File: config.mk
export PLATFORM = sky130hd
export DESIGN_NAME = dual_channel_rms_meter_flat
export DESIGN_NICKNAME = d
export VERILOG_FILES = /design/src/hdl/rms_pkg.sv /design/src/hdl/rms_ifs.sv /design/src/hdl/dual_channel_rms_meter.sv /design/src/hdl/rms_datapath.sv /design/src/hdl/rms_ctrl.sv /design/src/flat_wrapper.sv
export VERILOG_INCLUDE_DIRS = /design/src /design/src/hdl
export SDC_FILE = /design/constraint.sdc
export NUM_CORES = 2
export LEC_CHECK = 0
export BUFFER_PORTS_ARGS = -buffer_cell sky130_fd_sc_hd__buf_2
export CORE_ASPECT_RATIO = 1.75
export CORE_MARGIN = 2
export CORE_UTILIZATION = 35
export DETAILED_ROUTE_END_ITERATION = 10
export PLACE_DENSITY = 0.6
export SLEW_MARGIN = 20
export SYNTH_ARGS = -nofsm -noshare
export SYNTH_HDL_FRONTEND = slang
export SYNTH_SLANG_ARGS = --single-unit
File: constraint.sdc
create_clock -name clk -period 14.9 [get_ports clk]
set_clock_uncertainty 0.2 [all_clocks]
set_input_delay 2.235 -clock clk [delete_from_list [all_inputs] [get_ports clk]]
set_output_delay 2.235 -clock clk [all_outputs]
set_load 0.02 [all_outputs]
File: src/hdl/assert_macros.svh
// Assertion helpers; empty when synthesizing.
`ifndef ASSERT_MACROS_SVH
`define ASSERT_MACROS_SVH

`ifndef SYNTHESIS

`define ASSERT_ALWAYS(lbl, clk, rst, expr) \
  lbl: assert property (@(posedge clk) disable iff (rst) (expr)) \
    else $error("assertion failed");

`define ASSERT_IMPL(lbl, clk, rst, ante, cons) \
  lbl: assert property (@(posedge clk) disable iff (rst) (ante) |-> (cons)) \
    else $error("assertion failed");

`define ASSERT_NEXT(lbl, clk, rst, ante, cons) \
  lbl: assert property (@(posedge clk) disable iff (rst) (ante) |=> (cons)) \
    else $error("assertion failed");

`else

`define ASSERT_ALWAYS(lbl, clk, rst, expr)
`define ASSERT_IMPL(lbl, clk, rst, ante, cons)
`define ASSERT_NEXT(lbl, clk, rst, ante, cons)

`endif

`endif

File: src/hdl/rms_pkg.sv
package rms_pkg;

  localparam int MAX_WINDOW = 1024;
  localparam int ADC_BITS   = 12;

  localparam int CNT_W  = $clog2(MAX_WINDOW + 1);
  localparam int SQ_W   = 2 * ADC_BITS;
  localparam int SUM_W  = SQ_W + $clog2(MAX_WINDOW);
  localparam int ROOT_W = (SUM_W + 1) / 2;
  localparam int WORK_W = 2 * ROOT_W;
  localparam int REM_W  = ROOT_W + 2;
  localparam int GAIN_W = 24;
  localparam int PROD_W = ROOT_W + GAIN_W;
  localparam int OUT_W  = 32;

  localparam int DIV_STEPS  = WORK_W;
  localparam int ROOT_STEPS = ROOT_W;
  localparam int STEP_W     = $clog2(DIV_STEPS);

  localparam int CFG_IDX_W  = 2;
  localparam int CFG_DATA_W = GAIN_W;

  localparam logic [CNT_W-1:0]    WINDOW_RESET = CNT_W'(400);
  localparam logic [GAIN_W-1:0]   GAIN_RESET   = GAIN_W'(65536);
  localparam logic [ADC_BITS-1:0] OFFSET_RESET = ADC_BITS'(2048);

  typedef enum logic [CFG_IDX_W-1:0] {
    CFG_WINDOW_LENGTH  = 2'd0,
    CFG_VOLTAGE_GAIN   = 2'd1,
    CFG_CURRENT_OFFSET = 2'd2,
    CFG_CURRENT_GAIN   = 2'd3
  } cfg_idx_t;

  typedef enum logic [3:0] {
    ST_IDLE,
    ST_SQUARE,
    ST_ACCUM,
    ST_DIV_LOAD,
    ST_DIV,
    ST_ROOT_LOAD,
    ST_ROOT,
    ST_MUL,
    ST_SAVE,
    ST_STORE
  } state_t;

  typedef struct packed {
    logic load_in;
    logic square;
    logic accum;
    logic div_load;
    logic div_step;
    logic root_load;
    logic root_step;
    logic mul;
    logic save_v;
    logic store;
    logic chan;
  } cmd_t;

  typedef struct packed {
    logic window_full;
  } status_t;

endpackage

File: src/hdl/rms_ifs.sv
interface rms_in_if;
  import rms_pkg::*;

  logic                valid;
  logic                ready;
  logic [ADC_BITS-1:0] voltage_code;
  logic [ADC_BITS-1:0] current_code;

  modport source (output valid, output voltage_code, output current_code, input ready);
  modport sink   (input valid, input voltage_code, input current_code, output ready);
endinterface

interface rms_out_if;
  import rms_pkg::*;

  logic             valid;
  logic             ready;
  logic [OUT_W-1:0] voltage_rms;
  logic [OUT_W-1:0] current_rms;

  modport source (output valid, output voltage_rms, output current_rms, input ready);
  modport sink   (input valid, input voltage_rms, input current_rms, output ready);
endinterface

File: src/hdl/dual_channel_rms_meter.sv
// True RMS meter for one voltage and one current channel. Each item is a pair of 12-bit ADC
// codes; the current code has the configured offset code removed, both values are squared and
// summed, and after window_length pairs (0 counts as 1, values above 1024 count as 1024) one
// result carries both RMS values: floor(sqrt(floor(sum / length))) times the channel's Q8.16
// gain, as Q16.16 saturated to all ones. An ordinary item occupies the input through the load,
// square and accumulate states. The item that closes a window then runs the shared restoring
// divider, the shared root unit and the gain multiply, for voltage and then current; it waits
// in the store state only while an earlier result still sits unread in the output register.
// Configuration writes take effect on the next cycle.
`include "assert_macros.svh"

module dual_channel_rms_meter (
  input  logic                           clk,
  input  logic                           rst,
  rms_in_if.sink                         in_ch,
  rms_out_if.source                      out_ch,
  input  logic                           cfg_wr_en,
  input  logic [rms_pkg::CFG_IDX_W-1:0]  cfg_index,
  input  logic [rms_pkg::CFG_DATA_W-1:0] cfg_wr_data
);
  import rms_pkg::*;

  cmd_t    cmd;
  status_t status;

  rms_ctrl u_ctrl (
    .clk       (clk),
    .rst       (rst),
    .in_valid  (in_ch.valid),
    .out_ready (out_ch.ready),
    .status    (status),
    .in_ready  (in_ch.ready),
    .out_valid (out_ch.valid),
    .cmd       (cmd)
  );

  rms_datapath u_datapath (
    .clk          (clk),
    .rst          (rst),
    .cfg_wr_en    (cfg_wr_en),
    .cfg_index    (cfg_index),
    .cfg_wr_data  (cfg_wr_data),
    .voltage_code (in_ch.voltage_code),
    .current_code (in_ch.current_code),
    .cmd          (cmd),
    .status       (status),
    .voltage_rms  (out_ch.voltage_rms),
    .current_rms  (out_ch.current_rms)
  );

  `ASSERT_NEXT(a_one_item_at_a_time, clk, rst, in_ch.valid && in_ch.ready, !in_ch.ready)
  `ASSERT_IMPL(a_store_into_free_reg, clk, rst, cmd.store, !out_ch.valid || out_ch.ready)
  `ASSERT_ALWAYS(a_single_command, clk, rst, $onehot0({cmd.load_in, cmd.square, cmd.accum, cmd.div_load, cmd.div_step, cmd.root_load, cmd.root_step, cmd.mul, cmd.save_v, cmd.store}))

endmodule

File: src/hdl/rms_datapath.sv
module rms_datapath (
  input  logic                           clk,
  input  logic                           rst,
  input  logic                           cfg_wr_en,
  input  logic [rms_pkg::CFG_IDX_W-1:0]  cfg_index,
  input  logic [rms_pkg::CFG_DATA_W-1:0] cfg_wr_data,
  input  logic [rms_pkg::ADC_BITS-1:0]   voltage_code,
  input  logic [rms_pkg::ADC_BITS-1:0]   current_code,
  input  rms_pkg::cmd_t                  cmd,
  output rms_pkg::status_t               status,
  output logic [rms_pkg::OUT_W-1:0]      voltage_rms,
  output logic [rms_pkg::OUT_W-1:0]      current_rms
);
  import rms_pkg::*;

  logic [CNT_W-1:0]    window_length;
  logic [GAIN_W-1:0]   voltage_gain;
  logic [ADC_BITS-1:0] current_offset_code;
  logic [GAIN_W-1:0]   current_gain;

  logic [SUM_W-1:0]    voltage_square_sum;
  logic [SUM_W-1:0]    current_square_sum;
  logic [CNT_W-1:0]    pairs_seen;

  logic [ADC_BITS-1:0] v_reg;
  logic [ADC_BITS-1:0] mag_reg;
  logic [SQ_W-1:0]     sq_v;
  logic [SQ_W-1:0]     sq_c;
  logic [WORK_W-1:0]   work;
  logic [REM_W-1:0]    rem;
  logic [ROOT_W-1:0]   root;
  logic [PROD_W-1:0]   prod;
  logic [OUT_W-1:0]    v_result;

  logic [CNT_W-1:0]    len_eff;
  logic [ADC_BITS-1:0] mag;
  logic [CNT_W:0]      div_trial;
  logic                div_ge;
  logic [REM_W-1:0]    rt_trial;
  logic [REM_W-1:0]    rt_test;
  logic                rt_ge;
  logic [OUT_W-1:0]    prod_sat;
  logic [GAIN_W-1:0]   gain_sel;

  always_ff @(posedge clk) begin
    if (rst) begin
      window_length       <= WINDOW_RESET;
      voltage_gain        <= GAIN_RESET;
      current_offset_code <= OFFSET_RESET;
      current_gain        <= GAIN_RESET;
    end else if (cfg_wr_en) begin
      case (cfg_index)
        CFG_WINDOW_LENGTH:  window_length       <= cfg_wr_data[CNT_W-1:0];
        CFG_VOLTAGE_GAIN:   voltage_gain        <= cfg_wr_data[GAIN_W-1:0];
        CFG_CURRENT_OFFSET: current_offset_code <= cfg_wr_data[ADC_BITS-1:0];
        CFG_CURRENT_GAIN:   current_gain        <= cfg_wr_data[GAIN_W-1:0];
        default: ;
      endcase
    end
  end

  always_comb begin
    if (window_length == '0) begin
      len_eff = CNT_W'(1);
    end else if (window_length > CNT_W'(MAX_WINDOW)) begin
      len_eff = CNT_W'(MAX_WINDOW);
    end else begin
      len_eff = window_length;
    end
  end

  assign mag = (current_code >= current_offset_code) ? current_code - current_offset_code
                                                     : current_offset_code - current_code;

  assign status.window_full = ({1'b0, pairs_seen} + (CNT_W+1)'(1)) >= {1'b0, len_eff};

  assign div_trial = {rem[CNT_W-1:0], work[WORK_W-1]};
  assign div_ge    = div_trial >= {1'b0, len_eff};

  assign rt_trial = {rem[REM_W-3:0], work[WORK_W-1:WORK_W-2]};
  assign rt_test  = {root, 2'b01};
  assign rt_ge    = rt_trial >= rt_test;

  assign gain_sel = cmd.chan ? current_gain : voltage_gain;
  assign prod_sat = (|prod[PROD_W-1:OUT_W]) ? '1 : prod[OUT_W-1:0];

  always_ff @(posedge clk) begin
    if (rst) begin
      voltage_square_sum <= '0;
      current_square_sum <= '0;
      pairs_seen         <= '0;
    end else if (cmd.store) begin
      voltage_square_sum <= '0;
      current_square_sum <= '0;
      pairs_seen         <= '0;
    end else if (cmd.accum) begin
      voltage_square_sum <= voltage_square_sum + SUM_W'(sq_v);
      current_square_sum <= current_square_sum + SUM_W'(sq_c);
      pairs_seen         <= pairs_seen + CNT_W'(1);
    end
  end

  always_ff @(posedge clk) begin
    if (cmd.load_in) begin
      v_reg   <= voltage_code;
      mag_reg <= mag;
    end
    if (cmd.square) begin
      sq_v <= SQ_W'(v_reg) * SQ_W'(v_reg);
      sq_c <= SQ_W'(mag_reg) * SQ_W'(mag_reg);
    end
    if (cmd.div_load) begin
      work <= WORK_W'(cmd.chan ? current_square_sum : voltage_square_sum);
      rem  <= '0;
    end else if (cmd.div_step) begin
      work <= {work[WORK_W-2:0], div_ge};
      rem  <= REM_W'(div_ge ? div_trial - {1'b0, len_eff} : div_trial);
    end else if (cmd.root_load) begin
      rem  <= '0;
      root <= '0;
    end else if (cmd.root_step) begin
      work <= {work[WORK_W-3:0], 2'b00};
      rem  <= rt_ge ? rt_trial - rt_test : rt_trial;
      root <= {root[ROOT_W-2:0], rt_ge};
    end
    if (cmd.mul) begin
      prod <= PROD_W'(root) * PROD_W'(gain_sel);
    end
    if (cmd.save_v) begin
      v_result <= prod_sat;
    end
    if (cmd.store) begin
      voltage_rms <= v_result;
      current_rms <= prod_sat;
    end
  end

endmodule

File: src/hdl/rms_ctrl.sv
module rms_ctrl (
  input  logic             clk,
  input  logic             rst,
  input  logic             in_valid,
  input  logic             out_ready,
  input  rms_pkg::status_t status,
  output logic             in_ready,
  output logic             out_valid,
  output rms_pkg::cmd_t    cmd
);
  import rms_pkg::*;

  state_t            state;
  state_t            state_next;
  logic [STEP_W-1:0] step_cnt;
  logic [STEP_W-1:0] step_cnt_next;
  logic              chan;
  logic              chan_next;

  always_ff @(posedge clk) begin
    if (rst) begin
      state    <= ST_IDLE;
      step_cnt <= '0;
      chan     <= 1'b0;
    end else begin
      state    <= state_next;
      step_cnt <= step_cnt_next;
      chan     <= chan_next;
    end
  end

  always_ff @(posedge clk) begin
    if (rst) begin
      out_valid <= 1'b0;
    end else if (cmd.store) begin
      out_valid <= 1'b1;
    end else if (out_ready) begin
      out_valid <= 1'b0;
    end
  end

  always_comb begin
    state_next    = state;
    step_cnt_next = step_cnt;
    chan_next     = chan;
    cmd           = '0;
    cmd.chan      = chan;
    in_ready      = 1'b0;
    case (state)
      ST_IDLE: begin
        in_ready = 1'b1;
        if (in_valid) begin
          cmd.load_in = 1'b1;
          state_next  = ST_SQUARE;
        end
      end
      ST_SQUARE: begin
        cmd.square = 1'b1;
        state_next = ST_ACCUM;
      end
      ST_ACCUM: begin
        cmd.accum = 1'b1;
        if (status.window_full) begin
          chan_next  = 1'b0;
          state_next = ST_DIV_LOAD;
        end else begin
          state_next = ST_IDLE;
        end
      end
      ST_DIV_LOAD: begin
        cmd.div_load  = 1'b1;
        step_cnt_next = '0;
        state_next    = ST_DIV;
      end
      ST_DIV: begin
        cmd.div_step  = 1'b1;
        step_cnt_next = step_cnt + STEP_W'(1);
        if (step_cnt == STEP_W'(DIV_STEPS - 1)) begin
          state_next = ST_ROOT_LOAD;
        end
      end
      ST_ROOT_LOAD: begin
        cmd.root_load = 1'b1;
        step_cnt_next = '0;
        state_next    = ST_ROOT;
      end
      ST_ROOT: begin
        cmd.root_step = 1'b1;
        step_cnt_next = step_cnt + STEP_W'(1);
        if (step_cnt == STEP_W'(ROOT_STEPS - 1)) begin
          state_next = ST_MUL;
        end
      end
      ST_MUL: begin
        cmd.mul    = 1'b1;
        state_next = chan ? ST_STORE : ST_SAVE;
      end
      ST_SAVE: begin
        cmd.save_v = 1'b1;
        chan_next  = 1'b1;
        state_next = ST_DIV_LOAD;
      end
      ST_STORE: begin
        if (!out_valid || out_ready) begin
          cmd.store  = 1'b1;
          state_next = ST_IDLE;
        end
      end
      default: begin
        state_next = ST_IDLE;
      end
    endcase
  end

endmodule

File: src/flat_wrapper.sv
// flat-port wrapper written by rule: the top's interface ports become plain ports
module dual_channel_rms_meter_flat import rms_pkg::*;
  (clk, rst, cfg_wr_en, cfg_index, cfg_wr_data, in_ch_valid, in_ch_voltage_code, in_ch_current_code, in_ch_ready, out_ch_valid, out_ch_voltage_rms, out_ch_current_rms, out_ch_ready);
  rms_in_if in_ch_i ();
  rms_out_if out_ch_i ();
  input  logic clk;
  input  logic rst;
  input  logic cfg_wr_en;
  input  logic [rms_pkg::CFG_IDX_W-1:0] cfg_index;
  input  logic [rms_pkg::CFG_DATA_W-1:0] cfg_wr_data;
  input wire logic [$bits(in_ch_i.valid)-1:0] in_ch_valid;
  input wire logic [$bits(in_ch_i.voltage_code)-1:0] in_ch_voltage_code;
  input wire logic [$bits(in_ch_i.current_code)-1:0] in_ch_current_code;
  output wire logic [$bits(in_ch_i.ready)-1:0] in_ch_ready;
  output wire logic [$bits(out_ch_i.valid)-1:0] out_ch_valid;
  output wire logic [$bits(out_ch_i.voltage_rms)-1:0] out_ch_voltage_rms;
  output wire logic [$bits(out_ch_i.current_rms)-1:0] out_ch_current_rms;
  input wire logic [$bits(out_ch_i.ready)-1:0] out_ch_ready;
  assign in_ch_i.valid = in_ch_valid;
  assign in_ch_i.voltage_code = in_ch_voltage_code;
  assign in_ch_i.current_code = in_ch_current_code;
  assign in_ch_ready = in_ch_i.ready;
  assign out_ch_valid = out_ch_i.valid;
  assign out_ch_voltage_rms = out_ch_i.voltage_rms;
  assign out_ch_current_rms = out_ch_i.current_rms;
  assign out_ch_i.ready = out_ch_ready;
  dual_channel_rms_meter u_core (.clk(clk), .rst(rst), .in_ch(in_ch_i), .out_ch(out_ch_i), .cfg_wr_en(cfg_wr_en), .cfg_index(cfg_index), .cfg_wr_data(cfg_wr_data));
endmodule
==> reports/qor.yml <==
path_cells: "mux2i_1, nor2_1, fa_1, inv_1, fa_1, inv_1, fa_1, fa_1, fa_1, inv_1, fa_1, inv_1, ha_1, and3_1, and4_1, o2111ai_1, a21oi_1, o21ai_1, a21oi_1, nor3b_1, nor3_1"
cp.required_ns: 15.07
path_buf_inv: 4
largest_reg_flops: 41
maxCapViolCount: 0
grt_pass1_vias: 32800
yosysUniqueCellTypes: 94
port_buffers: 120
vias_per_cell: 5.10
cts_buffers: 47
synth.cell_area_mm2: 0.0421
cts_buffer_depth: 3
htree_levels: 2
cts_setup_buffers: 0
synth_top_area_share: 0.232
clock_sinks: 437
clk_pin_slew_ns: 0.06
antenna_found_initial: 7
power_frac_seq: 0.231
end_kind: "register"
outcome: "complete, no violations"
start_kind: "register"
path_delay_family: "adder cells"
wl_per_cell_um: 18.3
switchingPower_mw: 3.22
path_common_cell: "fa_1"
grt_setup_unrepaired: "false"
layout.nets: 5426
fin_area_mm2: 0.0458
p_int_mw: 4.23
drc: 0
relSlewSlack: 0.274
synthTopCellsByArea: "fa_1, edfxtp_1, ha_1, dfxtp_1, nand2_1"
leakagePower_nw: 20.5
hpwlAfterDp_mm: 89.1
min_period_ns: 7.87
critPathArrivalTime_ns: 8.03
power_density_mw_per_mm2: 162
ys_seq_elements: 437
fin_tns_setup_ns: 0
hold_buffers: 0
grt_usage: 0.182
gp_congestion: 0.954
grt.overflow.total: 0
hold_class: "reg -> reg"
grt_max_degree: 82
cts_tree: "built"
synth_edf_count: 258
slowest_delay_ns: 0.92
yosysTopAreaCell: "fa_1"
io_pins: 121
multi_input_area_mm2: 0.0276
ys.flop_type: "edfxtp_1"
die_h_um: 463
cts-root-buf: "clkbuf_16"
setup_violations: 0
initial_utilization: 0.352
drive_gt1_frac: 0.0728
initialDrtViolationCount: 1426
num_vias: 31100
core_area_mm2: 0.120
switching_share: 0.432
hold_viol_final: 0
synth-async-reset-ratio: 0
ff_latch_area_mm2: 0.0113
drv_slew: 0
min_period_over_period: 0.528
timing.fmax_mhz: 127
ant_nets: 0
yosysWarnings: 0
wirelength_mm: 112
power_frac_clock: 0.165
insertion_delay_ns: 0.64
n_fill_cell: 11900
grt_first_pass_wirelength_mm: 176
peakVddDrop_mv: 0.250
syn_nets: 5397
p_comb_frac: 0.605
fp.dieArea_mm2: 0.123
die_w_um: 266
tightest_slew_ns: 1.06
num_rows: 168
cp_slowest_cell: "mux2i_1"
syn_avg_cell_area_um2: 9.34
regMostFlops: "u_core.u_datapath.prod"
layout-area-overhead-vs-synth_pct: 8.82
firstDrtPassIters: 7
dpl_cell_area_mm2: 0.0443
path_class: "reg -> reg"
synthCells: 4508
post_cts_resized: 0
crit_fanout: 34
seq_area_frac_synth: 0.269
metrics by stage:
step           utilization  worst slack, ns  power (mW)  std cells  hold slack [ns]
2_1_floorplan            -             7.84        5.28       4508            0.200
3_3_place_gp         0.370             7.26        6.17       6018            0.201
3_5_place_dp         0.370             7.10        6.26       6018            0.205
4_1_cts              0.383             7.06        7.54       6106            0.216
5_1_grt              0.383             6.64        8.20       6106            0.222
6_report             0.383             7.03        7.45       6107            0.213
per-layer routing:
layer / vias to the layer above / GRT usage / routed length [µm]
li1: 14800 / - / -
met1: 15300 / 0.185 / 39800
met2: 713 / 0.355 / 61200
met3: 290 / 0.0239 / 4580
met4: 6 / 0.0927 / 6290
met5: - / 0 / 34
power by group through the flow:
stage	combinational [mW]	clock [mW]	sequential (mW)
2_1_floorplan	3.61	0	1.67
3_3_place_gp	4.42	0	1.74
3_5_place_dp	4.52	0	1.74
4_1_cts	4.55	1.27	1.72
5_1_grt	5.15	1.31	1.73
6_report	4.50	1.23	1.72
cell families after synthesis:
kind of cell	synth area share
simple gates	0.160
buf+inv	0.0754
fa+ha+maj	0.335
compound gates	0.110
flops	0.269
xor+xnor	0.0349
mux	0.0156
layout by cell type (no fill, tap or decap), drive strengths merged, types with 49 or more instances in the layout:
| cell | instances |
|---|---|
| a211oi | 53 |
| a21o | 64 |
| a21oi | 258 |
| a31oi | 56 |
| and2 | 177 |
| buf | 149 |
| clkbuf | 58 |
| dfxtp | 179 |
| edfxtp | 258 |
| fa | 489 |
| ha | 345 |
| inv | 674 |
| nand2 | 678 |
| nand3 | 57 |
| nor2 | 233 |
| nor2b | 63 |
| nor3 | 49 |
| o21ai | 107 |
| xnor2 | 104 |
| xor2 | 64 |
area by class of cell:
type / count / area share
Timing Repair Buffer: 149 / 0.0179
Clock buffer: 58 / 0.0279
Antenna cell: 1 / 0.0000546
Sequential cell: 437 / 0.247
Tap cell: 1530 / 0.0418
Multi-Input combinational cell: 3225 / 0.603
Inverter: 677 / 0.0554
Clock inverter: 30 / 0.00663
Yosys cell counts, drive strengths merged (11+ instances only):
master,number
dfxtp,179
nor2,233
a211oi,53
or3,23
fa,489
and2,177
o21bai,15
and3,33
o21a,23
xor2,64
edfxtp,258
xnor2,104
nor2b,63
clkbuf,161
mux2,28
ha,345
nand2b,22
nand4,20
o211ai,25
nand3,57
o31ai,12
nand2,678
inv,668
a21oi,258
or2,43
nand3b,11
a21o,64
o21ai,107
nor3,49
a31oi,56
mux2i,34
path summary, 6_finish.rpt:
path | from | endpoint | cells past startpoint | slack, ns
worst max register to register | u_core.u_ctrl.chan | u_core.u_datapath.prod[40] | 21 | 7.03
worst min-delay path | u_core.u_datapath.v_result[8] | u_core.u_datapath.voltage_rms[8] | 0 | 0.21
worst max-delay path | u_core.u_ctrl.chan | u_core.u_datapath.prod[40] | 21 | 7.03
worst min register to register | u_core.u_datapath.v_result[8] | u_core.u_datapath.voltage_rms[8] | 0 | 0.21
Power figures use the tool's default switching activity.
